==> src/design/sik_pkg.sv <==
// sik_pkg: widths, fixed angle constants, arctangent table and shared structs
// for the swerve inverse kinematics block; no dependencies
`timescale 1ns / 1ps
package sik_pkg;
	localparam int VEL_W      = 16;
	localparam int ANG_W      = 15;
	localparam int GEOM_W     = 12;
	localparam int DZ_W       = 15;
	localparam int PROD_W     = 29;
	localparam int WV_W       = 19;
	localparam int SQ_W       = 36;
	localparam int ROOT_W     = 18;
	localparam int REM_W      = 21;
	localparam int CW         = 40;
	localparam int ZW         = 26;
	localparam int SPD_W      = 18;
	localparam int MAG_W      = 17;
	localparam int ATAN_DEPTH = 24;
	localparam int CORDIC_STAGES_DEF = 16;

	localparam logic [1:0] REG_HALF_WHEELBASE = 2'd0;
	localparam logic [1:0] REG_HALF_TRACK     = 2'd1;
	localparam logic [1:0] REG_LIN_DZ         = 2'd2;
	localparam logic [1:0] REG_ANG_DZ         = 2'd3;

	localparam logic [1:0] WHEEL_FL = 2'd0;
	localparam logic [1:0] WHEEL_FR = 2'd1;
	localparam logic [1:0] WHEEL_RL = 2'd2;
	localparam logic [1:0] WHEEL_RR = 2'd3;

	localparam logic signed [ZW-1:0] F90  = 26'sd1474560;
	localparam logic signed [ZW-1:0] F180 = 26'sd2949120;
	localparam logic signed [ZW-1:0] F360 = 26'sd5898240;
	localparam logic signed [ANG_W-1:0] ANG_MAX = 15'sd11520;
	localparam logic [MAG_W-1:0] MAG_MAX = 17'h1FFFF;

	localparam logic signed [ZW-1:0] ATAN_TAB [ATAN_DEPTH] = '{
		26'sd737280, 26'sd435242, 26'sd229970, 26'sd116736,
		26'sd58595, 26'sd29326, 26'sd14667, 26'sd7334,
		26'sd3667, 26'sd1833, 26'sd917, 26'sd458,
		26'sd229, 26'sd115, 26'sd57, 26'sd29,
		26'sd14, 26'sd7, 26'sd4, 26'sd2,
		26'sd1, 26'sd0, 26'sd0, 26'sd0
	};

	typedef struct packed {
		logic [1:0]              idx;
		logic                    last;
		logic                    dead;
		logic signed [ANG_W-1:0] cur;
	} wheel_ctl_t;

	typedef struct packed {
		wheel_ctl_t           ctl;
		logic                 hspec;
		logic signed [ZW-1:0] hval;
	} head_side_t;
endpackage

==> src/design/sik_front.sv <==
// sik_front: wheel velocity, squares and cordic set-up over three stages
// depends on sik_pkg
`timescale 1ns / 1ps
module sik_front (
	input  logic                             clk,
	input  logic                             arst_n,
	input  logic                             en,
	input  logic                             in_valid,
	input  sik_pkg::wheel_ctl_t              in_ctl,
	input  logic signed [sik_pkg::VEL_W-1:0] vx,
	input  logic signed [sik_pkg::VEL_W-1:0] vy,
	input  logic signed [sik_pkg::VEL_W-1:0] yaw,
	input  logic [sik_pkg::GEOM_W-1:0]       half_wheelbase,
	input  logic [sik_pkg::GEOM_W-1:0]       half_track,
	output logic                             out_valid,
	output sik_pkg::head_side_t              out_side,
	output logic [sik_pkg::SQ_W-1:0]         sqx,
	output logic [sik_pkg::SQ_W-1:0]         sqy,
	output logic signed [sik_pkg::CW-1:0]    cx,
	output logic signed [sik_pkg::CW-1:0]    cy,
	output logic signed [sik_pkg::ZW-1:0]    cz
);
	import sik_pkg::*;

	logic signed [GEOM_W:0] rx, ry;
	logic v_s1, v_s2, v_s3;
	wheel_ctl_t ctl_s1, ctl_s2;
	logic signed [VEL_W-1:0] vx_s1, vy_s1;
	logic signed [PROD_W-1:0] prx_s1, pry_s1;
	logic signed [PROD_W-1:0] rnd_x, rnd_y;
	logic signed [WV_W-1:0] wvx_s2, wvy_s2;
	logic signed [2*WV_W-1:0] px, py;
	logic signed [CW-1:0] xs, ys;
	head_side_t side_s3;

	// rear wheels sit at -x, right wheels at -y
	assign rx = in_ctl.idx[1] ? -$signed({1'b0, half_wheelbase}) : $signed({1'b0, half_wheelbase});
	assign ry = in_ctl.idx[0] ? -$signed({1'b0, half_track}) : $signed({1'b0, half_track});

	always_ff @(posedge clk or negedge arst_n) begin
		if (!arst_n) begin
			v_s1 <= 1'b0;
			v_s2 <= 1'b0;
			v_s3 <= 1'b0;
		end else if (en) begin
			v_s1 <= in_valid;
			v_s2 <= v_s1;
			v_s3 <= v_s2;
		end
	end

	always_ff @(posedge clk) begin
		if (en) begin
			ctl_s1 <= in_ctl;
			vx_s1  <= vx;
			vy_s1  <= vy;
			prx_s1 <= PROD_W'(yaw) * PROD_W'(rx);
			pry_s1 <= PROD_W'(yaw) * PROD_W'(ry);
		end
	end

	assign rnd_x = (prx_s1 + PROD_W'(512)) >>> 10;
	assign rnd_y = (pry_s1 + PROD_W'(512)) >>> 10;

	always_ff @(posedge clk) begin
		if (en) begin
			ctl_s2 <= ctl_s1;
			wvx_s2 <= WV_W'(vx_s1) - rnd_y[WV_W-1:0];
			wvy_s2 <= WV_W'(vy_s1) + rnd_x[WV_W-1:0];
		end
	end

	assign px = (2*WV_W)'(wvx_s2) * (2*WV_W)'(wvx_s2);
	assign py = (2*WV_W)'(wvy_s2) * (2*WV_W)'(wvy_s2);
	assign xs = CW'(wvx_s2) <<< 16;
	assign ys = CW'(wvy_s2) <<< 16;

	always_ff @(posedge clk) begin
		if (en) begin
			sqx <= px[SQ_W-1:0];
			sqy <= py[SQ_W-1:0];
			side_s3.ctl   <= ctl_s2;
			side_s3.hspec <= (wvx_s2 == '0) || (wvy_s2 == '0);
			if (wvy_s2 == '0)
				side_s3.hval <= (wvx_s2 < 0) ? F180 : '0;
			else
				side_s3.hval <= (wvy_s2 > 0) ? F90 : -F90;
			// left half plane: rotate by 180 first
			if (wvx_s2 < 0) begin
				cx <= -xs;
				cy <= -ys;
				cz <= (wvy_s2 > 0) ? F180 : -F180;
			end else begin
				cx <= xs;
				cy <= ys;
				cz <= '0;
			end
		end
	end

	assign out_valid = v_s3;
	assign out_side  = side_s3;
endmodule

==> config.mk <==
export PLATFORM = sky130hd
export DESIGN_NAME = sik_front
export DESIGN_NICKNAME = d
export VERILOG_FILES = /design/src/design/sik_pkg.sv /design/src/design/sik_front.sv
export SDC_FILE = /design/constraint.sdc
export NUM_CORES = 2
export LEC_CHECK = 0
export BUFFER_PORTS_ARGS = -buffer_cell sky130_fd_sc_hd__buf_2
export CAP_MARGIN = 15
export CELL_PAD_IN_SITES_DETAIL_PLACEMENT = 0
export CELL_PAD_IN_SITES_GLOBAL_PLACEMENT = 2
export CORE_MARGIN = 1
export CORE_UTILIZATION = 35
export CTS_CLUSTER_SIZE = 28
export DETAILED_ROUTE_END_ITERATION = 7
export MAX_ROUTING_LAYER = met4
export PLACE_DENSITY_LB_ADDON = 0.1
export SYNTH_ARGS = -nofsm -noshare
export SYNTH_HDL_FRONTEND = slang
export SYNTH_SLANG_ARGS = --single-unit
export TNS_END_PERCENT = 20
==> constraint.sdc <==
create_clock -name clk -period 9.9 [get_ports clk]
set_clock_uncertainty 0.1 [all_clocks]
set_input_delay 1.98 -clock clk [delete_from_list [all_inputs] [get_ports clk]]
set_output_delay 1.98 -clock clk [all_outputs]
set_load 0.05 [all_outputs]
==> metrics.md <==
| Metric | Value |
|---|---|
| Fin crit share | `between 80% and 90%` |
| Crit Path Category | `in -> reg` |
| Crit end category | `flip-flop` |
| Worst R2R Setup Slack | `1.37 ns` |
| Io pins | `320` |
| Port Buf Inserts | `roughly 250` |
| Relative slew margins | `around 33%` |
| Core area | `142000 sq um` |
| Worst skew pair latency | `between 0.6 and 0.7 ns` |
| Class of the worst hold path | `reg -> reg` |
| Pre-Repair DR Iteration Count | `5` |
| Max-slew violations | `0` |
| Routed via count | `32.0k` |
| Status | `finished, final reports clean` |
| Clock root buffer | `clkbuf_16` |
| Iter 0 DRT Violations | `around 1.3k` |
| FMAX | `114 MHz` |
| Clock buffer depth | `3` |
| Initial Utilization | `around 35%` |
| Via density | `around 4.6` |
| Number of synthesized flops with an enable pin | `roughly 290` |
| Hold Path Cell Cnt | `0` |
| CTS Hold Bufs | `0` |
| Post-synthesis average cell area | `~10 sq um` |
| Gate count of the mapped netlist | `just under 5k` |
| Routed wire length | `between 100000 and 150000 um` |
| Min Clock Period, post-route | `approximately 9 ns` |
| Synthesis-to-layout area growth | `9.52%` |
| Row count | `138` |
| # resized after CTS | `0` |
| Netlist cell types | `69` |
| Initial antenna violation count | `2` |
| Crit start category | `primary input` |
| Worst Path Required | `a little over 10 ns` |
| Unrepaired setup endpoints after global routing | `no` |
| Grt ovf | `0` |
| Predominant post-synthesis flop cell | `edfxtp_1` |
| Reg2reg end | `sqx[35]` |
| Setup Viol. Count Final | `0` |
| CTS tree | `yes` |
| TritonCTS buffer count | `40` |
| Slowest Stage Delay on Critical Path | `0.61 ns` |
| Number of synthesis warnings | `0` |
| Fraction of layout cells with a size suffix above 1 | `a little under 9%` |
| Setup Buffers After CTS | `0` |
| Final Hold Fails | `0` |
| Seq/Total Area, Yosys | `around 18%` |
| Drc violations | `0` |
| CTS sink cnt | `295` |
| Crit path DAT | `roughly 9.0 ns` |
| Avg WL per Cell | `roughly 18 um` |
| Max Fanout on Critical Path | `16` |
| Largest net degree at the start of global routing | `128` |
| RePlAce Congestion | `0.810` |
| Most frequent cells in the layout | `1127 x inv_1, 1038 x fa_1, 481 x nand2_1` |
| First-pass GRT wire length | `about 200000 um` |
| Final Net Count | `between 6k and 7k` |
| Seq cells post-synth | `between 200 and 300` |
| Max stage delay cell, worst path | `o31ai_1` |
| Die extent in y | `between 300 and 400 um` |
| HP Start | `ctl_s1[12]` |
| Reg2reg start | `wvx_s2[11]` |
| Synth async-reset ratio | `between 1 and 1.5%` |
| Cells on worst reg2reg path | `21` |
| Mapped Area | `50400 sq um` |
| Die width | `382 um` |
| H-tree levels | `2` |
| Worst Hold End | `ctl_s2[12]` |
| ANT nets after route | `0` |
| Worst path bufs/invs | `5` |
| Total Neg Setup Slack | `0 ns` |
| Vias in the first global route | `35.1k` |
| Clock-pin slew on the worst setup and hold paths | `around 0.06 ns` |
| Diode count | `0` |
| HPWL Detailed | `roughly 110000 um` |
| Cell family with most CP delay | `adder cells` |
| Max-cap violations | `0` |
| Most common cell on crit path | `fa_1` |
| GRT Total Usage | `between 10% and 20%` |
| Worst slew pin tran | `1.00 ns` |
| Die area | `~150000 sq um` |
| Most common cell after layout, fill and taps aside | `inv_1` |
[registers in the layout (all words and copies together), names as in the netlist]
name	cells
ctl_s1	19
prx_s1	20
v_s2	1
v_s1	1
out_valid	1
pry_s1	20
cz	3
cy	23
wvy_s2	19
wvx_s2	19
vy_s1	16
ctl_s2	19
out_side	25
sqx	35
cx	23
vx_s1	16
sqy	35
[cells by family after synthesis]
logic type                 count (synthesis)  synth area share [%]
AOI/OAI and AO/OA                        316                  4.21
muxes                                      7                 0.171
xor gates and xnor gates                 265                  4.60
buffers and inverters                   1356                  10.7
and+or+nand+nor                         1186                  11.4
other                                      1               0.00744
adders and majority gates               1448                  51.4
DFF                                      295                  17.5
[cells in the mapped netlist, types with 6 or more instances]
library cell	number	area, sq um
inv_1	1127	4230
fa_1	1038	20800
nand2_1	481	1810
ha_1	410	5130
edfxtp_1	292	8770
and2_1	238	1490
xnor2_1	199	1740
nor2_1	177	664
clkbuf_1	137	514
buf_4	80	601
nor2b_1	79	494
o21ai_0	76	380
a21oi_1	75	375
xor2_1	66	578
nand2b_1	48	300
nor3_1	42	210
a21o_1	35	263
nand3_1	34	170
o21a_1	26	195
and3_1	22	138
o31ai_1	16	120
or3_1	16	100
or2_2	15	93.8
o21bai_1	14	105
a211oi_1	11	82.6
nand4_1	11	68.8
o41ai_1	11	96.3
a31oi_1	8	50.1
nor4_1	7	43.8
a21boi_0	6	45.0
buf_1	6	22.5
or4_1	6	45.0
[layout make-up]
class / instances / area (sq um)
Clock inverter: 28 / 303
Fill cell: 14342 / 87100
Inverter: 1132 / 4250
Tap cell: 1890 / 2360
Sequential cell: 295 / 8840
Timing Repair Buffer: 344 / 1970
Multi-Input combinational cell: 3292 / 36500
Clock buffer: 45 / 1020
[worst reg2reg max path: cells and delay by family (launching register included)]
kind                       cells  cell delay (ns)
and+or+nand+nor                4             1.28
adders and majority gates      8             3.69
buffers and inverters          3             0.46
AOI/OAI and AO/OA              5             1.77
xor gates and xnor gates       1             0.11
DFF                            1             0.85
[worst max path at each step]
stage                                  from    endpoint  slack [ns]  cells past startpoint
after CTS                     half_track[4]  pry_s1[27]        1.06                     25
after global routing          half_track[6]  pry_s1[27]        0.62                     25
final                         half_track[4]  pry_s1[27]        1.11                     25
after detailed placement      half_track[4]  pry_s1[27]        0.40                     25
after floorplan           half_wheelbase[0]  prx_s1[28]        0.80                     29
after global placement        half_track[4]  pry_s1[27]        0.46                     25
[metrics by stage]
stage	cell area [sq um]	util, %	setup WS (ns)	hold WS (ns)	std cells
2_1_floorplan	50700	-	0.796	0.300	4943
6_report	55200	38.8	1.11	0.317	7026
3_5_place_dp	53900	37.9	0.401	0.305	6953
5_1_grt	55200	38.8	0.618	0.316	7026
3_3_place_gp	53900	37.9	0.456	0.301	6953
4_1_cts	55200	38.8	1.06	0.319	7026
[routing by layer]
metal | routed length (um) | global-route usage [%]
met5 | 0 | -
met3 | 3940 | 1.62
met4 | 1600 | 2.78
met2 | 60100 | 29.8
met1 | 62100 | 26.3
Power is left out: the tool's default activity adds up to more than one toggle a clock period on the data nets, which glitch-free logic cannot reach.
