--- src/design/sik_pkg.sv ---
// sik_pkg: widths, fixed angle constants, arctangent table and shared structs
// for the swerve inverse kinematics block; no dependencies
`timescale 1ns / 1ps
package sik_pkg;
	localparam int VEL_W      = 16;
	localparam int ANG_W      = 15;
	localparam int GEOM_W     = 12;
	localparam int DZ_W       = 15;
	localparam int PROD_W     = 29;
	localparam int WV_W       = 19;
	localparam int SQ_W       = 36;
	localparam int ROOT_W     = 18;
	localparam int REM_W      = 21;
	localparam int CW         = 40;
	localparam int ZW         = 26;
	localparam int SPD_W      = 18;
	localparam int MAG_W      = 17;
	localparam int ATAN_DEPTH = 24;
	localparam int CORDIC_STAGES_DEF = 16;

	localparam logic [1:0] REG_HALF_WHEELBASE = 2'd0;
	localparam logic [1:0] REG_HALF_TRACK     = 2'd1;
	localparam logic [1:0] REG_LIN_DZ         = 2'd2;
	localparam logic [1:0] REG_ANG_DZ         = 2'd3;

	localparam logic [1:0] WHEEL_FL = 2'd0;
	localparam logic [1:0] WHEEL_FR = 2'd1;
	localparam logic [1:0] WHEEL_RL = 2'd2;
	localparam logic [1:0] WHEEL_RR = 2'd3;

	localparam logic signed [ZW-1:0] F90  = 26'sd1474560;
	localparam logic signed [ZW-1:0] F180 = 26'sd2949120;
	localparam logic signed [ZW-1:0] F360 = 26'sd5898240;
	localparam logic signed [ANG_W-1:0] ANG_MAX = 15'sd11520;
	localparam logic [MAG_W-1:0] MAG_MAX = 17'h1FFFF;

	localparam logic signed [ZW-1:0] ATAN_TAB [ATAN_DEPTH] = '{
		26'sd737280, 26'sd435242, 26'sd229970, 26'sd116736,
		26'sd58595, 26'sd29326, 26'sd14667, 26'sd7334,
		26'sd3667, 26'sd1833, 26'sd917, 26'sd458,
		26'sd229, 26'sd115, 26'sd57, 26'sd29,
		26'sd14, 26'sd7, 26'sd4, 26'sd2,
		26'sd1, 26'sd0, 26'sd0, 26'sd0
	};

	typedef struct packed {
		logic [1:0]              idx;
		logic                    last;
		logic                    dead;
		logic signed [ANG_W-1:0] cur;
	} wheel_ctl_t;

	typedef struct packed {
		wheel_ctl_t           ctl;
		logic                 hspec;
		logic signed [ZW-1:0] hval;
	} head_side_t;
endpackage

--- src/design/sik_sequencer.sv ---
// sik_sequencer: holds one command word and issues its four wheels in turn
// depends on sik_pkg
`timescale 1ns / 1ps
module sik_sequencer (
	input  logic                            clk,
	input  logic                            arst_n,
	input  logic                            en,
	input  logic                            s_tvalid,
	output logic                            s_tready,
	input  logic [111:0]                    s_tdata,
	input  logic                            s_tuser,
	input  logic [sik_pkg::DZ_W-1:0]        lin_dz,
	input  logic [sik_pkg::DZ_W-1:0]        ang_dz,
	output logic                            issue_valid,
	output sik_pkg::wheel_ctl_t             issue_ctl,
	output logic signed [sik_pkg::VEL_W-1:0] vx,
	output logic signed [sik_pkg::VEL_W-1:0] vy,
	output logic signed [sik_pkg::VEL_W-1:0] yaw
);
	import sik_pkg::*;

	logic [107:0] data_q;
	logic         given_q;
	logic         busy_q;
	logic [1:0]   cnt_q;
	logic         take;
	logic         fire;
	logic signed [ANG_W-1:0] ang;
	logic [VEL_W:0] avx, avy, ayaw;

	function automatic logic [VEL_W:0] mag17(input logic signed [VEL_W-1:0] v);
		logic signed [VEL_W:0] e;
		e = (VEL_W+1)'(v);
		return v[VEL_W-1] ? (VEL_W+1)'(-e) : (VEL_W+1)'(e);
	endfunction

	assign fire     = busy_q && en;
	assign s_tready = !busy_q || (fire && cnt_q == WHEEL_RR);
	assign take     = s_tvalid && s_tready;

	always_ff @(posedge clk or negedge arst_n) begin
		if (!arst_n) begin
			busy_q <= 1'b0;
			cnt_q  <= WHEEL_FL;
		end else if (take) begin
			busy_q <= 1'b1;
			cnt_q  <= WHEEL_FL;
		end else if (fire) begin
			if (cnt_q == WHEEL_RR) busy_q <= 1'b0;
			cnt_q <= cnt_q + 2'd1;
		end
	end

	always_ff @(posedge clk) begin
		if (take) begin
			data_q  <= s_tdata[107:0];
			given_q <= s_tuser;
		end
	end

	assign vx  = data_q[15:0];
	assign vy  = data_q[31:16];
	assign yaw = data_q[47:32];

	always_comb begin
		case (cnt_q)
			WHEEL_FL: ang = data_q[62:48];
			WHEEL_FR: ang = data_q[77:63];
			WHEEL_RL: ang = data_q[92:78];
			default:  ang = data_q[107:93];
		endcase
	end

	assign avx  = mag17(vx);
	assign avy  = mag17(vy);
	assign ayaw = mag17(yaw);

	assign issue_valid    = busy_q;
	assign issue_ctl.idx  = cnt_q;
	assign issue_ctl.last = (cnt_q == WHEEL_RR);
	assign issue_ctl.dead = (avx < (VEL_W+1)'(lin_dz)) && (avy < (VEL_W+1)'(lin_dz)) &&
		(ayaw < (VEL_W+1)'(ang_dz));
	assign issue_ctl.cur  = given_q ? ang : '0;
endmodule

--- config.mk ---
export PLATFORM = sky130hd
export DESIGN_NAME = sik_sequencer
export DESIGN_NICKNAME = d
export VERILOG_FILES = /design/src/design/sik_pkg.sv /design/src/design/sik_sequencer.sv
export SDC_FILE = /design/constraint.sdc
export NUM_CORES = 1
export LEC_CHECK = 0
export ABC_AREA = 1
export BUFFER_PORTS_ARGS = -buffer_cell sky130_fd_sc_hd__buf_2
export CAP_MARGIN = 20
export CORE_UTILIZATION = 25
export CTS_CLUSTER_DIAMETER = 150
export DETAILED_ROUTE_END_ITERATION = 8
export PLACE_DENSITY = 0.52
export SLEW_MARGIN = 0
export SYNTH_ARGS = -nofsm -noshare
export SYNTH_HDL_FRONTEND = slang
export SYNTH_SLANG_ARGS = --single-unit
--- constraint.sdc ---
create_clock -name clk -period 9 [get_ports clk]
set_clock_uncertainty 0.2 [all_clocks]
set_input_delay 0.45 -clock clk [delete_from_list [all_inputs] [get_ports clk]]
set_output_delay 0.45 -clock clk [all_outputs]
set_load 0.03 [all_outputs]
==> results_dict.tcl, run 1 <==
set metrics [dict create \
    status "finished clean" \
    drtPass1Iterations 4 \
    fin_ws_ns 5.31 \
    p_sw_mw 0.649 \
    core_area_um2 25100 \
    worstHoldPathType "input port to flop" \
    syn_nets 824 \
    slew_violations 0 \
    cp.required_ns 8.35 \
    synth_top_area_share_pct 51.4 \
    crit_fanout 3 \
    die_y_um 162 \
    cts_tree "yes" \
    gp_congestion 0.748 \
    power_density_nw_per_um2 216 \
    synth-seq-cells 112 \
    p_leak_nw 3.46 \
    final_layout_size_suffix_gt1_share_pct 30.8 \
    cp_data_arrival_time_ns 3.04 \
    clock_path_buffers 2 \
    pre_cts_slack_ns 5.43 \
    initial_utilization_pct 25.3 \
    setup_viol 0 \
    hold_buffers 1 \
    layout_common_cells "211 x buf_2, 110 x nand2_1, 109 x edfxtp_1" \
    p_seq_share_pct 41.3 \
    grt_pass1_wl_mm 23.9 \
    final.setup.tns_ns 0 \
    end_kind "primary output" \
    internal-power_mw 1.03 \
    synthCells 628 \
    post_drt_wl_per_cell_um 13.7 \
    crit_path_start_kind "flop" \
    cts_sinks 112 \
    drt_iter0_markers 163 \
    grt_overflow 0 \
    drc_errors 0 \
    holdPathStages 1 \
    syn_area_per_cell_um2 10.1 \
    tightest_slew_ns 0.758 \
    ys_top_cells_by_area "edfxtp_1 51%, ha_1 9.6%, nand2_1 6.5%, buf_4 5.7%, inv_1 4.8%" \
    min_period_ns 3.69 \
    via_per_inst 4.12 \
    rsz0062_at_grt "no" \
    fp.dieW_um 162 \
    fmax_ghz 0.271 \
    final_common_cell "buf_2" \
    path_clk_slew_ns 0.09 \
    via_count 4662 \
    worst-r2r-setup-slack_ns 5.52 \
    cts_buffers 9 \
    hold_end "data_q[18]$_DFFE_PP_" \
    power.share.combinational_pct 34.4 \
    synth_seq_area_share_pct 52.6 \
    slew_headroom_pct 49.5 \
    dp.cells 1113 \
    instances_no_fill 1131 \
    timing.hold.ws_ns 0.0590 \
    pin_count 216 \
    wl_mm 15.5 \
    min_from "s_tdata[18]" \
    syn_to_final_growth_pct 21.8 \
    dieArea_um2 26100 \
    synth_area_um2 6360 \
    clkPwrFrac_pct 24.3 \
    h-tree-depth 3 \
    netlist.top_cell.by_area "edfxtp_1" \
    grt_max_degree 62 \
    clock_latency_ns 0.36 \
    rows 58 \
    switching_share_pct 38.7 \
    hold_violations 0 \
    nets 991 \
    antenna_left 0 \
    rr_worst_depth 7 \
    root_buffer "clkbuf_16" \
    ir_drop_v 0.0000965 \
    cts_resized 0 \
    r2r_start "cnt_q[1]$_DFFE_PN0P_" \
    critical_path_class "flop to primary output" \
    hpwl_mm 12.1 \
    globalRouteTotalUtil_pct 12.0 \
    synth.distinct_cells 32 \
    antenna_found_initial 4 \
    yosysWarnings 0 \
    port_buffers 211 \
    grt_pass1_vias 4632 \
    r2r-end "data_q[46]$_DFFE_PP_" \
    post-cts-setup-buffers 0 \
    finalCritPeriodShare_pct 41.0 \
    cap_violations 0 \
]
-- logic make-up (layout without fill, tap and decap cells) --
kind of cell	count (synthesis)	after routing	synth area share [%]
AND/OR/NAND/NOR	196	196	13.4
buffers and inverters	139	311	11.1
flip-flops	112	112	52.6
AO/OA/AOI/OAI	96	96	8.32
adder cells (fa/ha/maj)	49	49	9.63
XOR/XNOR	36	36	4.95
other	0	1	0
-- metrics by stage --
stage	power, mW	util [%]	cell area (um2)
after CTS	1.71	30.9	7750
after detailed placement	1.29	29.7	7450
after global routing	1.79	30.9	7750
after floorplan	1.13	-	6360
final	1.68	30.9	7750
after global placement	1.29	29.7	7450
-- worst max path at each step --
| stage | startpoint | end | slack [ns] | cells after the start |
|---|---|---|---|---|
| floorplan | cnt_q[1]$_DFFE_PN0P_ | data_q[0]$_DFFE_PP_ | 4.23 | 6 |
| global placement | cnt_q[1]$_DFFE_PN0P_ | data_q[41]$_DFFE_PP_ | 5.51 | 7 |
| detailed placement | cnt_q[1]$_DFFE_PN0P_ | data_q[41]$_DFFE_PP_ | 5.43 | 7 |
| CTS | data_q[0]$_DFFE_PP_ | issue_ctl[15] | 5.21 | 16 |
| global route | data_q[0]$_DFFE_PP_ | issue_ctl[15] | 4.93 | 16 |
| finish | data_q[32]$_DFFE_PP_ | issue_ctl[15] | 5.31 | 18 |
-- registers in the layout (all words and copies together) (netlist names) --
register	count
cnt_q	2
data_q	108
given_q	1
issue_valid	1
-- area by class of cell --
| class | instances | area (um2) |
|---|---|---|
| tap | 330 | 413 |
| clock buffer | 10 | 229 |
| inverter | 81 | 307 |
| clock inverter | 6 | 57.6 |
| fill | 2687 | 17400 |
| multi-input combinational | 377 | 2310 |
| timing repair buffer | 214 | 1080 |
| sequential | 112 | 3350 |
| antenna | 1 | 2.50 |
-- critical path: stages, from the launching register on --
cell and delay (ns):
edfxtp_1 0.42, inv_1 0.10, ha_1 0.16, inv_1 0.06, nor2_4 0.11, inv_1 0.08
nor3_2 0.19, nand2_1 0.12, o21ai_1 0.15, xor2_1 0.19, ha_1 0.26, nand2_1 0.07
nand3_1 0.06, nor3_1 0.15, nand4_1 0.11, nor2_1 0.09, nand2_1 0.06, nor2_1 0.09
buf_2 0.21
-- power by group through the flow --
stage	Sequential, mW	Clock (mW)	Combinational [mW]
2_1_floorplan	0.704	0	0.424
3_3_place_gp	0.705	0	0.582
3_5_place_dp	0.705	0	0.588
4_1_cts	0.694	0.429	0.590
5_1_grt	0.701	0.448	0.646
6_report	0.692	0.408	0.576
-- synthesized netlist by cell type (all sizes together) --
cell	instances
a31o	1
edfxtp	109
nor2	51
o22ai	2
nand4	2
xnor2	7
xor2	29
o31a	1
buf	50
o21ai	33
or2	2
nor3	9
dfrtp	3
nand3	21
o31ai	2
a31oi	16
clkbuf	8
a21o	1
a21boi	3
ha	49
nand2	111
o41ai	1
a21oi	36
inv	81
-- metal layers --
metal | GRT usage (%) | vias up | wire (um)
met5 | 0 | - | 35
met4 | 3.26 | 6 | 227
met3 | 4.57 | 17 | 1190
met2 | 20.1 | 138 | 7190
met1 | 14.4 | 2099 | 6900
li1 | - | 2402 | -
Power figures use the tool's default switching activity.
==> run 2, diff against run 1 <==
Clock period 9 ns to 3.65 ns, I/O delays scaled along.
==> results_dict.tcl, run 2 (same netlist as run 1, synthesis figures left out) <==
set metrics [dict create \
    regMostFlops "data_q" \
    h-tree-depth 3 \
    post_drt_wl_per_cell_um 13.4 \
    cts_tree "yes" \
    fin_util_pct 35.7 \
    via_count 5125 \
    slew_headroom_pct 48.5 \
    final_layout_size_suffix_gt1_share_pct 27.8 \
    fp.dieW_um 162 \
    hpwl_mm 12.1 \
    grt_pass1_vias 5103 \
    clock_latency_ns 0.36 \
    antenna_left 0 \
    placed_area_um2 7490 \
    nets 1107 \
    core_area_um2 25100 \
    fin_area_um2 8960 \
    cap_violations 0 \
    cp_data_arrival_time_ns 2.99 \
    setup_viol 0 \
    pre_cts_slack_ns 0.562 \
    reg_top3 "data_q x108, cnt_q x2" \
    max_stage_delay_ns 0.40 \
    power_mw 4.32 \
    drtPass1Iterations 4 \
    tightest_slew_ns 0.773 \
    cts_buffers 9 \
    worstHoldPathType "input port to flop" \
    root_buffer "clkbuf_16" \
    slew_violations 0 \
    gp_congestion 0.787 \
    wl_mm 16.7 \
    grt_max_degree 46 \
    dp.cells 1115 \
    crit_fanout 4 \
    end_kind "primary output" \
    instances_no_fill 1247 \
    min_period_ns 3.38 \
    die_y_um 162 \
    grt_pass1_wl_mm 26.2 \
    cp_cell_sequence "inv_1 -> ha_1 -> nand4_1 -> nor3_4 -> nor2_1 -> xor2_1 -> ha_1 -> a21o_1 -> nor2_1 -> nand2_1 -> nor2_2 -> nor2_1 -> nor2_1 -> nand2_1 -> nor2_1 -> buf_4" \
    clock_path_buffers 2 \
    pin_count 216 \
    largest_reg_flops 108 \
    power_density_nw_per_um2 482 \
    ir_drop_v 0.000266 \
    syn_to_final_growth_pct 40.9 \
    fmax_ghz 0.296 \
    final_common_cell "buf_2" \
    critPathTopFamily "simple AND/OR/NAND/NOR gates" \
    path_clk_slew_ns 0.10 \
    cts_sinks 112 \
    critical_path_class "flop to primary output" \
    cpMostUsedCell "nor2_1" \
    dieArea_um2 26100 \
    fin_ws_ns 0.274 \
    crit_buf_inv 2 \
    antenna_found_initial 1 \
    grt_overflow 0 \
    initial_utilization_pct 25.3 \
    via_per_inst 4.11 \
    port_buffers 211 \
    cp.required_ns 3.27 \
    layout_common_cells "210 x buf_2, 113 x dlygate4sd3_1, 110 x nand2_1" \
    drc_errors 0 \
    final.setup.tns_ns 0 \
    rows 58 \
    finalCritPeriodShare_pct 92.5 \
    drt_iter0_markers 146 \
    globalRouteTotalUtil_pct 13.1 \
    hold_violations 0 \
    status "finished clean" \
    crit_slowest_cell "edfxtp_1" \
    p_leak_nw 3.95 \
    timing.hold.ws_ns 0.0543 \
    crit_path_start_kind "flop" \
]
[run 2: cell types whose count changed in the layout (fill, tap and decap cells not counted), moves of 2 or more]
| cell | previous run | this run |
|---|---|---|
| clkinvlp_4 | 0 | 2 |
| clkinv_8 | 0 | 2 |
| inv_6 | 3 | 1 |
| buf_4 | 2 | 6 |
| dlygate4sd3_1 | 1 | 113 |
[run 2: final cells by class]
cell class / instances / area, um2
fillers: 2558 / 16100
flip-flops and latches: 112 / 3350
multi-input cells: 377 / 2340
repair buffers: 330 / 2250
well taps: 330 / 413
inverters: 81 / 308
clock buffers: 9 / 225
clock inverters: 7 / 80.1
diodes: 1 / 2.50
[run 2: routing by layer]
layer | GRT usage, % | vias to the layer above | share of wire (%)
met5 | 0 | - | 0
met4 | 4.03 | 0 | 1.5
met3 | 3.34 | 16 | 5.6
met2 | 23.0 | 152 | 49
met1 | 15.6 | 2322 | 44
li1 | - | 2635 | -
[run 2: path summary, 6_finish.rpt]
kind                                            to                 start  depth (start not counted)  slack (ns)
setup / recovery                     issue_ctl[15]   data_q[1]$_DFFE_PP_                         16        0.27
hold / removal                cnt_q[0]$_DFFE_PN0P_                    en                          4        0.05
setup reg to reg              data_q[88]$_DFFE_PP_  cnt_q[0]$_DFFE_PN0P_                          6        1.18
hold reg to reg               cnt_q[1]$_DFFE_PN0P_  cnt_q[1]$_DFFE_PN0P_                          2        0.51
max in group asynchronous     cnt_q[1]$_DFFE_PN0P_                arst_n                          3        2.64
min in group asynchronous  issue_valid$_DFFE_PN0P_                arst_n                          3        0.47
[run 2: repair_timing]
item                                    4_1_cts  5_1_grt
buffers inserted                              0        2
endpoints found under the setup margin        0        1
gates resized for setup                       0        6
hold endpoints to repair                    115        0
hold buffers                                113        0
[run 2: where the power goes]
group	total (mW)	leakage, nW	switching [mW]	internal [mW]
sequential	1.71	1.02	0.111	1.60
combinational	1.57	2.78	1.01	0.553
clock	1.05	0.146	0.555	0.491
total	4.32	3.95	1.68	2.64
[run 2: tightest hold or removal path: stages]
cell and delay (ns):
buf_2 0.07, nand2_1 0.06, o21ai_0 0.16, o21ai_0 0.10
