File: config.mk
export PLATFORM = sky130hd
export DESIGN_NAME = sik_back
export DESIGN_NICKNAME = d
export VERILOG_FILES = /design/src/design/sik_pkg.sv /design/src/design/sik_back.sv
export SDC_FILE = /design/constraint.sdc
export NUM_CORES = 1
export LEC_CHECK = 0
export BUFFER_PORTS_ARGS = -buffer_cell sky130_fd_sc_hd__buf_2
export CAP_MARGIN = 20
export CORE_UTILIZATION = 30
export CTS_CLUSTER_DIAMETER = 50
export DETAILED_ROUTE_END_ITERATION = 6
export PLACE_DENSITY = 0.53
export SLEW_MARGIN = 5
export SYNTH_ARGS = -nofsm -noshare
export SYNTH_HDL_FRONTEND = slang
export SYNTH_SLANG_ARGS = --single-unit
export TNS_END_PERCENT = 20
File: constraint.sdc
create_clock -name clk -period 5.42 [get_ports clk]
set_input_delay 0.271 -clock clk [delete_from_list [all_inputs] [get_ports clk]]
set_output_delay 0.271 -clock clk [all_outputs]
set_load 0.03 [all_outputs]
File: src/design/sik_pkg.sv
// sik_pkg: widths, fixed angle constants, arctangent table and shared structs
// for the swerve inverse kinematics block; no dependencies
`timescale 1ns / 1ps
package sik_pkg;
	localparam int VEL_W      = 16;
	localparam int ANG_W      = 15;
	localparam int GEOM_W     = 12;
	localparam int DZ_W       = 15;
	localparam int PROD_W     = 29;
	localparam int WV_W       = 19;
	localparam int SQ_W       = 36;
	localparam int ROOT_W     = 18;
	localparam int REM_W      = 21;
	localparam int CW         = 40;
	localparam int ZW         = 26;
	localparam int SPD_W      = 18;
	localparam int MAG_W      = 17;
	localparam int ATAN_DEPTH = 24;
	localparam int CORDIC_STAGES_DEF = 16;

	localparam logic [1:0] REG_HALF_WHEELBASE = 2'd0;
	localparam logic [1:0] REG_HALF_TRACK     = 2'd1;
	localparam logic [1:0] REG_LIN_DZ         = 2'd2;
	localparam logic [1:0] REG_ANG_DZ         = 2'd3;

	localparam logic [1:0] WHEEL_FL = 2'd0;
	localparam logic [1:0] WHEEL_FR = 2'd1;
	localparam logic [1:0] WHEEL_RL = 2'd2;
	localparam logic [1:0] WHEEL_RR = 2'd3;

	localparam logic signed [ZW-1:0] F90  = 26'sd1474560;
	localparam logic signed [ZW-1:0] F180 = 26'sd2949120;
	localparam logic signed [ZW-1:0] F360 = 26'sd5898240;
	localparam logic signed [ANG_W-1:0] ANG_MAX = 15'sd11520;
	localparam logic [MAG_W-1:0] MAG_MAX = 17'h1FFFF;

	localparam logic signed [ZW-1:0] ATAN_TAB [ATAN_DEPTH] = '{
		26'sd737280, 26'sd435242, 26'sd229970, 26'sd116736,
		26'sd58595, 26'sd29326, 26'sd14667, 26'sd7334,
		26'sd3667, 26'sd1833, 26'sd917, 26'sd458,
		26'sd229, 26'sd115, 26'sd57, 26'sd29,
		26'sd14, 26'sd7, 26'sd4, 26'sd2,
		26'sd1, 26'sd0, 26'sd0, 26'sd0
	};

	typedef struct packed {
		logic [1:0]              idx;
		logic                    last;
		logic                    dead;
		logic signed [ANG_W-1:0] cur;
	} wheel_ctl_t;

	typedef struct packed {
		wheel_ctl_t           ctl;
		logic                 hspec;
		logic signed [ZW-1:0] hval;
	} head_side_t;
endpackage

File: src/design/sik_back.sv
// sik_back: steering choice within a quarter turn, wraps, rounding and output register
// depends on sik_pkg
`timescale 1ns / 1ps
module sik_back (
	input  logic                          clk,
	input  logic                          arst_n,
	input  logic                          en,
	input  logic                          in_valid,
	input  sik_pkg::head_side_t           in_side,
	input  logic [sik_pkg::ROOT_W-1:0]    root,
	input  logic signed [sik_pkg::ZW-1:0] z,
	output logic                          out_valid,
	output logic [1:0]                    out_idx,
	output logic                          out_last,
	output logic signed [sik_pkg::SPD_W-1:0] out_speed,
	output logic signed [sik_pkg::ANG_W-1:0] out_angle
);
	import sik_pkg::*;

	logic v_s1, v_s2, v_s3, v_s4;
	wheel_ctl_t ctl_s1, ctl_s2, ctl_s3, ctl_s4;
	logic [MAG_W-1:0] mag_s1, mag_s2, mag_s3, mag_s4;
	logic signed [ZW-1:0] cf_s1, cf_s2, diff_s1, diff_s2, fin_s3, fin_s4;
	logic flip_s3, flip_s4;
	logic signed [ZW-1:0] head, cfine, d3, rnd;
	logic f3;
	logic signed [ANG_W-1:0] ang_o, cur_c;

	assign head  = in_side.hspec ? in_side.hval : z;
	assign cfine = ZW'(in_side.ctl.cur) <<< 8;

	always_ff @(posedge clk or negedge arst_n) begin
		if (!arst_n) begin
			v_s1 <= 1'b0;
			v_s2 <= 1'b0;
			v_s3 <= 1'b0;
			v_s4 <= 1'b0;
			out_valid <= 1'b0;
		end else if (en) begin
			v_s1 <= in_valid;
			v_s2 <= v_s1;
			v_s3 <= v_s2;
			v_s4 <= v_s3;
			out_valid <= v_s4;
		end
	end

	always_ff @(posedge clk) begin
		if (en) begin
			ctl_s1  <= in_side.ctl;
			cf_s1   <= cfine;
			diff_s1 <= head - cfine;
			mag_s1  <= root[ROOT_W-1] ? MAG_MAX : root[MAG_W-1:0];
		end
	end

	always_ff @(posedge clk) begin
		if (en) begin
			ctl_s2 <= ctl_s1;
			cf_s2  <= cf_s1;
			mag_s2 <= mag_s1;
			if (diff_s1 > F180)
				diff_s2 <= diff_s1 - F360;
			else if (diff_s1 <= -F180)
				diff_s2 <= diff_s1 + F360;
			else
				diff_s2 <= diff_s1;
		end
	end

	// beyond a quarter turn: steer the other way round and reverse the wheel
	always_comb begin
		if (diff_s2 > F90) begin
			d3 = diff_s2 - F180;
			f3 = 1'b1;
		end else if (diff_s2 < -F90) begin
			d3 = diff_s2 + F180;
			f3 = 1'b1;
		end else begin
			d3 = diff_s2;
			f3 = 1'b0;
		end
	end

	always_ff @(posedge clk) begin
		if (en) begin
			ctl_s3  <= ctl_s2;
			mag_s3  <= mag_s2;
			fin_s3  <= cf_s2 + d3;
			flip_s3 <= f3;
		end
	end

	always_ff @(posedge clk) begin
		if (en) begin
			ctl_s4 <= ctl_s3;
			mag_s4 <= mag_s3;
			if (fin_s3 > F180) begin
				fin_s4  <= (fin_s3 - F180 > F180) ? F180 : fin_s3 - F180;
				flip_s4 <= !flip_s3;
			end else if (fin_s3 < -F180) begin
				fin_s4  <= (fin_s3 + F180 < -F180) ? -F180 : fin_s3 + F180;
				flip_s4 <= !flip_s3;
			end else begin
				fin_s4  <= fin_s3;
				flip_s4 <= flip_s3;
			end
		end
	end

	assign rnd = (fin_s4 + ZW'(128)) >>> 8;

	always_comb begin
		if (rnd > ZW'(ANG_MAX)) ang_o = ANG_MAX;
		else if (rnd < -ZW'(ANG_MAX)) ang_o = -ANG_MAX;
		else ang_o = rnd[ANG_W-1:0];
		if (ctl_s4.cur > ANG_MAX) cur_c = ANG_MAX;
		else if (ctl_s4.cur < -ANG_MAX) cur_c = -ANG_MAX;
		else cur_c = ctl_s4.cur;
	end

	always_ff @(posedge clk) begin
		if (en) begin
			out_idx  <= ctl_s4.idx;
			out_last <= ctl_s4.last;
			if (ctl_s4.dead) begin
				out_speed <= '0;
				out_angle <= cur_c;
			end else begin
				out_speed <= flip_s4 ? -$signed({1'b0, mag_s4}) : $signed({1'b0, mag_s4});
				out_angle <= ang_o;
			end
		end
	end
endmodule

==> flow_metrics.tcl, run 1 <==
set metrics [dict create \
    cp-startpoint "diff_s2[16]" \
    crit_chain "inv_1, ha_1, nand2_1, nor3_1, a31oi_4, nor2_1, nand2_1, xnor2_1, ha_1, or2_2, a21oi_1, a211o_1, a31oi_1, a41o_1, or4_1" \
    netlist_top_cells_area "edfxtp_1 (61%), ha_1 (4.4%), xnor2_1 (2.6%), mux2_2 (2.3%), xor2_1 (2.2%)" \
    clk_latency_ps 540 \
    final_area_um2 16800 \
    antennaDiodeCount 0 \
    slew_viol_final 0 \
    async_reset_ff_share_pct 1.76 \
    netlist_instances 1062 \
    grt_max_degree 133 \
    finalHoldViolCount 0 \
    end_kind "register" \
    cts_resized 0 \
    timing.final.crit_period_ps 4290 \
    drive_gt1_share_pct 20.9 \
    cpLargestDelayFamily "simple AND/OR/NAND/NOR gates" \
    tns_ps 0 \
    max_slew_margin_pct 32.2 \
    worstPathArrival_ps 4540 \
    synth_top_area_share_pct 60.6 \
    worstSetupPathType "register to register" \
    cts_tree "yes" \
    core-area_um2 45400 \
    drt_iter0_markers 615 \
    initial_utilization_pct 30.5 \
    fin_crit_sh_pct 79.1 \
    peakVddDrop_mv 0.200 \
    placed_cell_area_um2 15100 \
    portBuffers 130 \
    r2r_start "diff_s2[16]" \
    die_area_um2 47000 \
    finalSetupViolations 0 \
    synth_fp_nets 1207 \
    fin_worst_skew_ps 18.7 \
    power_density_nw_per_um2 473 \
    syn_avg_cell_area_um2 13.0 \
    ys_seq_area_share_pct 61.5 \
    synthDistinctLibCells 82 \
    wl_per_cell_um 14.7 \
    grt.overflow.total 0 \
    rsz0062_at_grt "false" \
    ys.flop_type "edfxtp_1" \
    tightest_slew_ps 1010 \
    hp-start "root[4]" \
    final_nets 1380 \
    place_congestion 0.839 \
    antenna_found_initial 0 \
    leakage_uw 0.00620 \
    grt_pass1_wl_um 43900 \
    dieHeight_um 217 \
    fill_cells 4370 \
    ys_warn_count 0 \
    synth_top_area_cell "edfxtp_1" \
    cp_num_buf_inv 1 \
    cp_max_fo 6 \
    cts_max_level 2 \
    pin_count 131 \
    drt_first_pass_iters 5 \
    grt_pass1_vias 8606 \
    drt-total-wl_um 27300 \
    ant_nets 0 \
    synth_edf_count 279 \
    hold_path.class "input port to register" \
    fmax_ghz 0.233 \
    grt_use_total_pct 11.5 \
    cts_buffers 39 \
    clock_sinks 284 \
    die_x_um 217 \
    vias 8933 \
    seq_area_um2 8500 \
    synth_commonest_cells "edfxtp_1 (279), nor2_1 (61), inv_1 (50)" \
    critPathMaxStageDelay_ps 530 \
    route.detailed.drc 0 \
    status "completed" \
    cap_violations 0 \
    netlist_area_um2 13800 \
    cp.required_ps 5670 \
    area_growth_pct 21.3 \
    avgViaCountPerCell 4.80 \
    rows 78 \
    clockBufferDepth 3 \
    cp-start-kind "register" \
    clkTransAtPathRegs_ps 50 \
    post-synth-top-count-cell "edfxtp_1" \
    dpl.hpwl_um 19400 \
    crit_path_top_delay_cell "or4_1" \
    multi_input_area_um2 4970 \
    ctsRootBufferMaster "clkbuf_16" \
    synth_seq_cells 284 \
]
[per-stage QoR]
| stage | utilization, % | setup slack, ps | hold slack [ps] | power (uW) | cells |
|---|---|---|---|---|---|
| after floorplan | - | 1650 | -24.6 | 4830 | 1062 |
| after global routing | 37.0 | 852 | 15.9 | 8390 | 1862 |
| final | 37.0 | 1130 | 37.6 | 7930 | 1862 |
| after CTS | 36.9 | 1180 | 17.3 | 8020 | 1861 |
| after detailed placement | 33.3 | 1170 | 91.8 | 5380 | 1760 |
| after global placement | 33.3 | 1340 | 89.5 | 5320 | 1759 |
[cells in the final DEF (no fill, tap or decap), drive strengths merged, types with 6 or more instances in the layout]
cell	netlist	final
a221o	7	7
and3	10	10
nand3	23	23
or2	26	26
nor2	61	61
o31ai	14	14
xor2	35	35
a21o	7	7
buf	12	135
a211oi	12	12
edfxtp	279	279
mux2	28	28
nand4	10	10
nand2b	6	6
nand2	48	48
clkbuf	24	44
nor4	33	33
ha	49	49
and2	15	15
a31oi	11	11
inv	50	58
xnor2	42	42
a21oi	38	38
a22oi	7	7
clkinv	0	8
o21ai	46	46
or3	15	15
nor3	24	24
o211ai	7	7
o21a	14	14
o22ai	9	9
a211o	8	8
nor2b	15	15
dlygate4sd3	0	33
[layout make-up]
| class | count | share of cell area (%) |
|---|---|---|
| sequential | 284 | 50.7 |
| inverter | 50 | 1.12 |
| clock inverter | 24 | 1.94 |
| multi-input combinational | 692 | 29.6 |
| clock buffer | 44 | 5.93 |
| timing repair buffer | 168 | 6.19 |
| tap | 600 | 4.48 |
[registers in the layout, summed over array words and instances, names as in the netlist, 2 cells and up]
signal	count
mag_s3	17
out_idx	2
diff_s1	26
mag_s2	17
mag_s4	17
mag_s1	17
ctl_s2	4
out_speed	18
ctl_s4	19
fin_s4	19
cf_s2	15
out_angle	15
fin_s3	26
ctl_s1	19
ctl_s3	19
diff_s2	26
[what timing repair did]
action / CTS / global route
setup endpoints to repair: 0 / 0
buffers inserted: 0 / 0
hold buffers: 33 / 0
hold endpoints to repair: 37 / 0
[logic make-up (layout without fill, tap and decap cells)]
family / Yosys count / count (layout) / share of synthesized area (%)
AND/OR/NAND/NOR: 305 / 305 / 11.8
multiplexers: 33 / 33 / 2.64
XOR/XNOR: 77 / 77 / 5.01
AO/OA/AOI/OAI: 226 / 226 / 11.7
adder cells (fa/ha/maj): 51 / 51 / 4.72
flip-flops: 284 / 284 / 61.5
buffers and inverters: 86 / 286 / 2.56
[routing by layer]
metal / global-route usage [%] / wire length (um) / vias up
li1: - / - / 4439
met1: 14.7 / 12500 / 4239
met2: 19.0 / 12700 / 200
met3: 2.19 / 1320 / 55
met4: 4.55 / 823 / 0
met5: 0 / 0 / -
[path summary, 6_finish.rpt]
kind	slack (ps)	endpoint	cells past startpoint
max reg2reg	1130	fin_s3[25]	15
min in group asynchronous	90	v_s2	2
min	40	mag_s1[4]	2
max in group asynchronous	5200	v_s4	2
max	1130	fin_s3[25]	15
min reg2reg	410	ctl_s4[16]	0
[report_power, final]
group	internal, uW	total [uW]	switching [uW]
logic	904	2100	1200
clock network	1590	2570	984
registers	2890	3250	368
total	5380	7930	2550
No activity file was read; power rests on OpenSTA's default activity.
==> run 2: changes to the inputs <==
clock period = 4 ns   (was 5.42 ns; I/O delays follow)
==> flow_metrics.tcl, run 2 (synthesis results as in run 1) <==
set metrics [dict create \
    dp_slack_ps 62.0 \
    die_area_um2 47000 \
    fin_crit_sh_pct 96.4 \
    comb_power_share_pct 27.8 \
    cp.required_ps 4260 \
    grt.overflow.total 0 \
    grt_max_degree 118 \
    peakVddDrop_mv 0.271 \
    portBuffers 130 \
    placed_cell_area_um2 15200 \
    dieHeight_um 217 \
    grt_pass1_wl_um 43800 \
    vias 8885 \
    rows 78 \
    cp_max_fo 7 \
    core-area_um2 45400 \
    clock_sinks 284 \
    p_seq_share_pct 41.6 \
    clk_latency_ps 530 \
    power.internal_uw 7150 \
    drt-total-wl_um 27200 \
    avgViaCountPerCell 4.69 \
    dpl.hpwl_um 19200 \
    finalHoldViolCount 0 \
    slew_viol_final 0 \
    grt_pass1_vias 8593 \
    swShare_pct 32.2 \
    place_congestion 0.838 \
    setup_ws_ps 145 \
    die_x_um 217 \
    finalSetupViolations 0 \
    timing.final.crit_period_ps 3860 \
    final_nets 1413 \
    pwr-share-clk_pct 30.5 \
    worstSetupPathType "register to register" \
    max_slew_margin_pct 32.2 \
    grt_use_total_pct 11.6 \
    hold_path.class "input port to register" \
    end_kind "register" \
    wl_per_cell_um 14.4 \
    cap_violations 0 \
    ant_nets 0 \
    final_cell_mix "edfxtp_1 (279), buf_2 (130), nor2_1 (61)" \
    drt_iter0_markers 568 \
    area_growth_pct 22.9 \
    final_area_um2 17000 \
    initial_utilization_pct 30.5 \
    cts_max_level 2 \
    antennaDiodeCount 0 \
    ctsRootBufferMaster "clkbuf_16" \
    clkTransAtPathRegs_ps 60 \
    cts_buffers 36 \
    route.detailed.drc 0 \
    leakage_uw 0.00629 \
    biggestRegsByFlops "diff_s1 (26), diff_s2 (26), fin_s3 (26)" \
    fmax_ghz 0.259 \
    power_density_nw_per_um2 620 \
    final_util_pct 37.4 \
    clockBufferDepth 3 \
    cts_tree "yes" \
    cp-start-kind "register" \
    fill_cells 4306 \
    final_common_cell "edfxtp_1" \
    final_cells 1893 \
    drive_gt1_share_pct 21.3 \
    pin_count 131 \
    status "completed" \
    worstPathArrival_ps 4120 \
    dp.cells 1770 \
    fin_worst_skew_ps 8.74 \
    tightest_slew_ps 1010 \
    p_switching_uw 3390 \
    antenna_found_initial 0 \
    drt_first_pass_iters 4 \
]
run 2: area by class of cell:
type	instances	area, um^2	area share, %
Sequential cell	284	8500	50.0
Multi-Input combinational cell	692	4990	29.3
Timing Repair Buffer	204	1360	8.03
Clock buffer	41	962	5.66
Tap cell	600	751	4.42
Clock inverter	22	238	1.40
Inverter	50	188	1.10
run 2: repair_timing:
item | in CTS | in global routing
hold buffers | 55 | 0
endpoints found under the setup margin | 0 | 2
resized for setup | 0 | 4
hold endpoints to repair | 50 | 0
buffers inserted | 0 | 5
run 2: final timing paths:
kind,depth (start not counted),start,end,slack (ps)
max,14,diff_s2[17],fin_s3[25],140
min,2,root[17],mag_s1[9],110
max reg2reg,14,diff_s2[17],fin_s3[25],140
min reg2reg,0,mag_s3[16],mag_s4[16],410
max in group asynchronous,3,arst_n,v_s2,3230
min in group asynchronous,3,arst_n,v_s4,580
run 2: per-stage QoR:
step / TNS (ps) / total power, uW / hold WS [ps]
floorplan: 0 / 6550 / -95.6
detailed placement: 0 / 7320 / 19.0
finish: 0 / 10500 / 113
global placement: 0 / 7260 / 17.2
global route: -60.1 / 11200 / 116
CTS: 0 / 10700 / 69.2
run 2: critical path, stage by stage (launching register included):
cell and delay (ps):
edfxtp_1 470, inv_1 120, ha_1 200, a211o_1 340, a21oi_2 170, o21ai_0 120
buf_4 170, a31oi_1 190, xor2_1 180, ha_1 310, or2_2 290, a21oi_1 200
a31oi_2 70, a41o_1 250, or4_1 510
run 2: power groups by stage:
stage,sequential [uW],combinational (uW),clock [uW]
finish,4390,2930,3220
global route,4470,3290,3440
CTS,4390,2920,3340
detailed placement,4450,2870,0
global placement,4440,2820,0
floorplan,4300,2250,0
run 2: layer usage:
| metal | routed length [um] | track usage [%] | part of all wire, % | up-vias |
|---|---|---|---|---|
| met4 | 856 | 4.60 | 3.1 | 0 |
| met5 | 0 | 0 | 0 | - |
| met3 | 1140 | 2.53 | 4.2 | 54 |
| li1 | - | - | - | 4486 |
| met2 | 12700 | 18.9 | 47 | 179 |
| met1 | 12500 | 15.0 | 46 | 4166 |
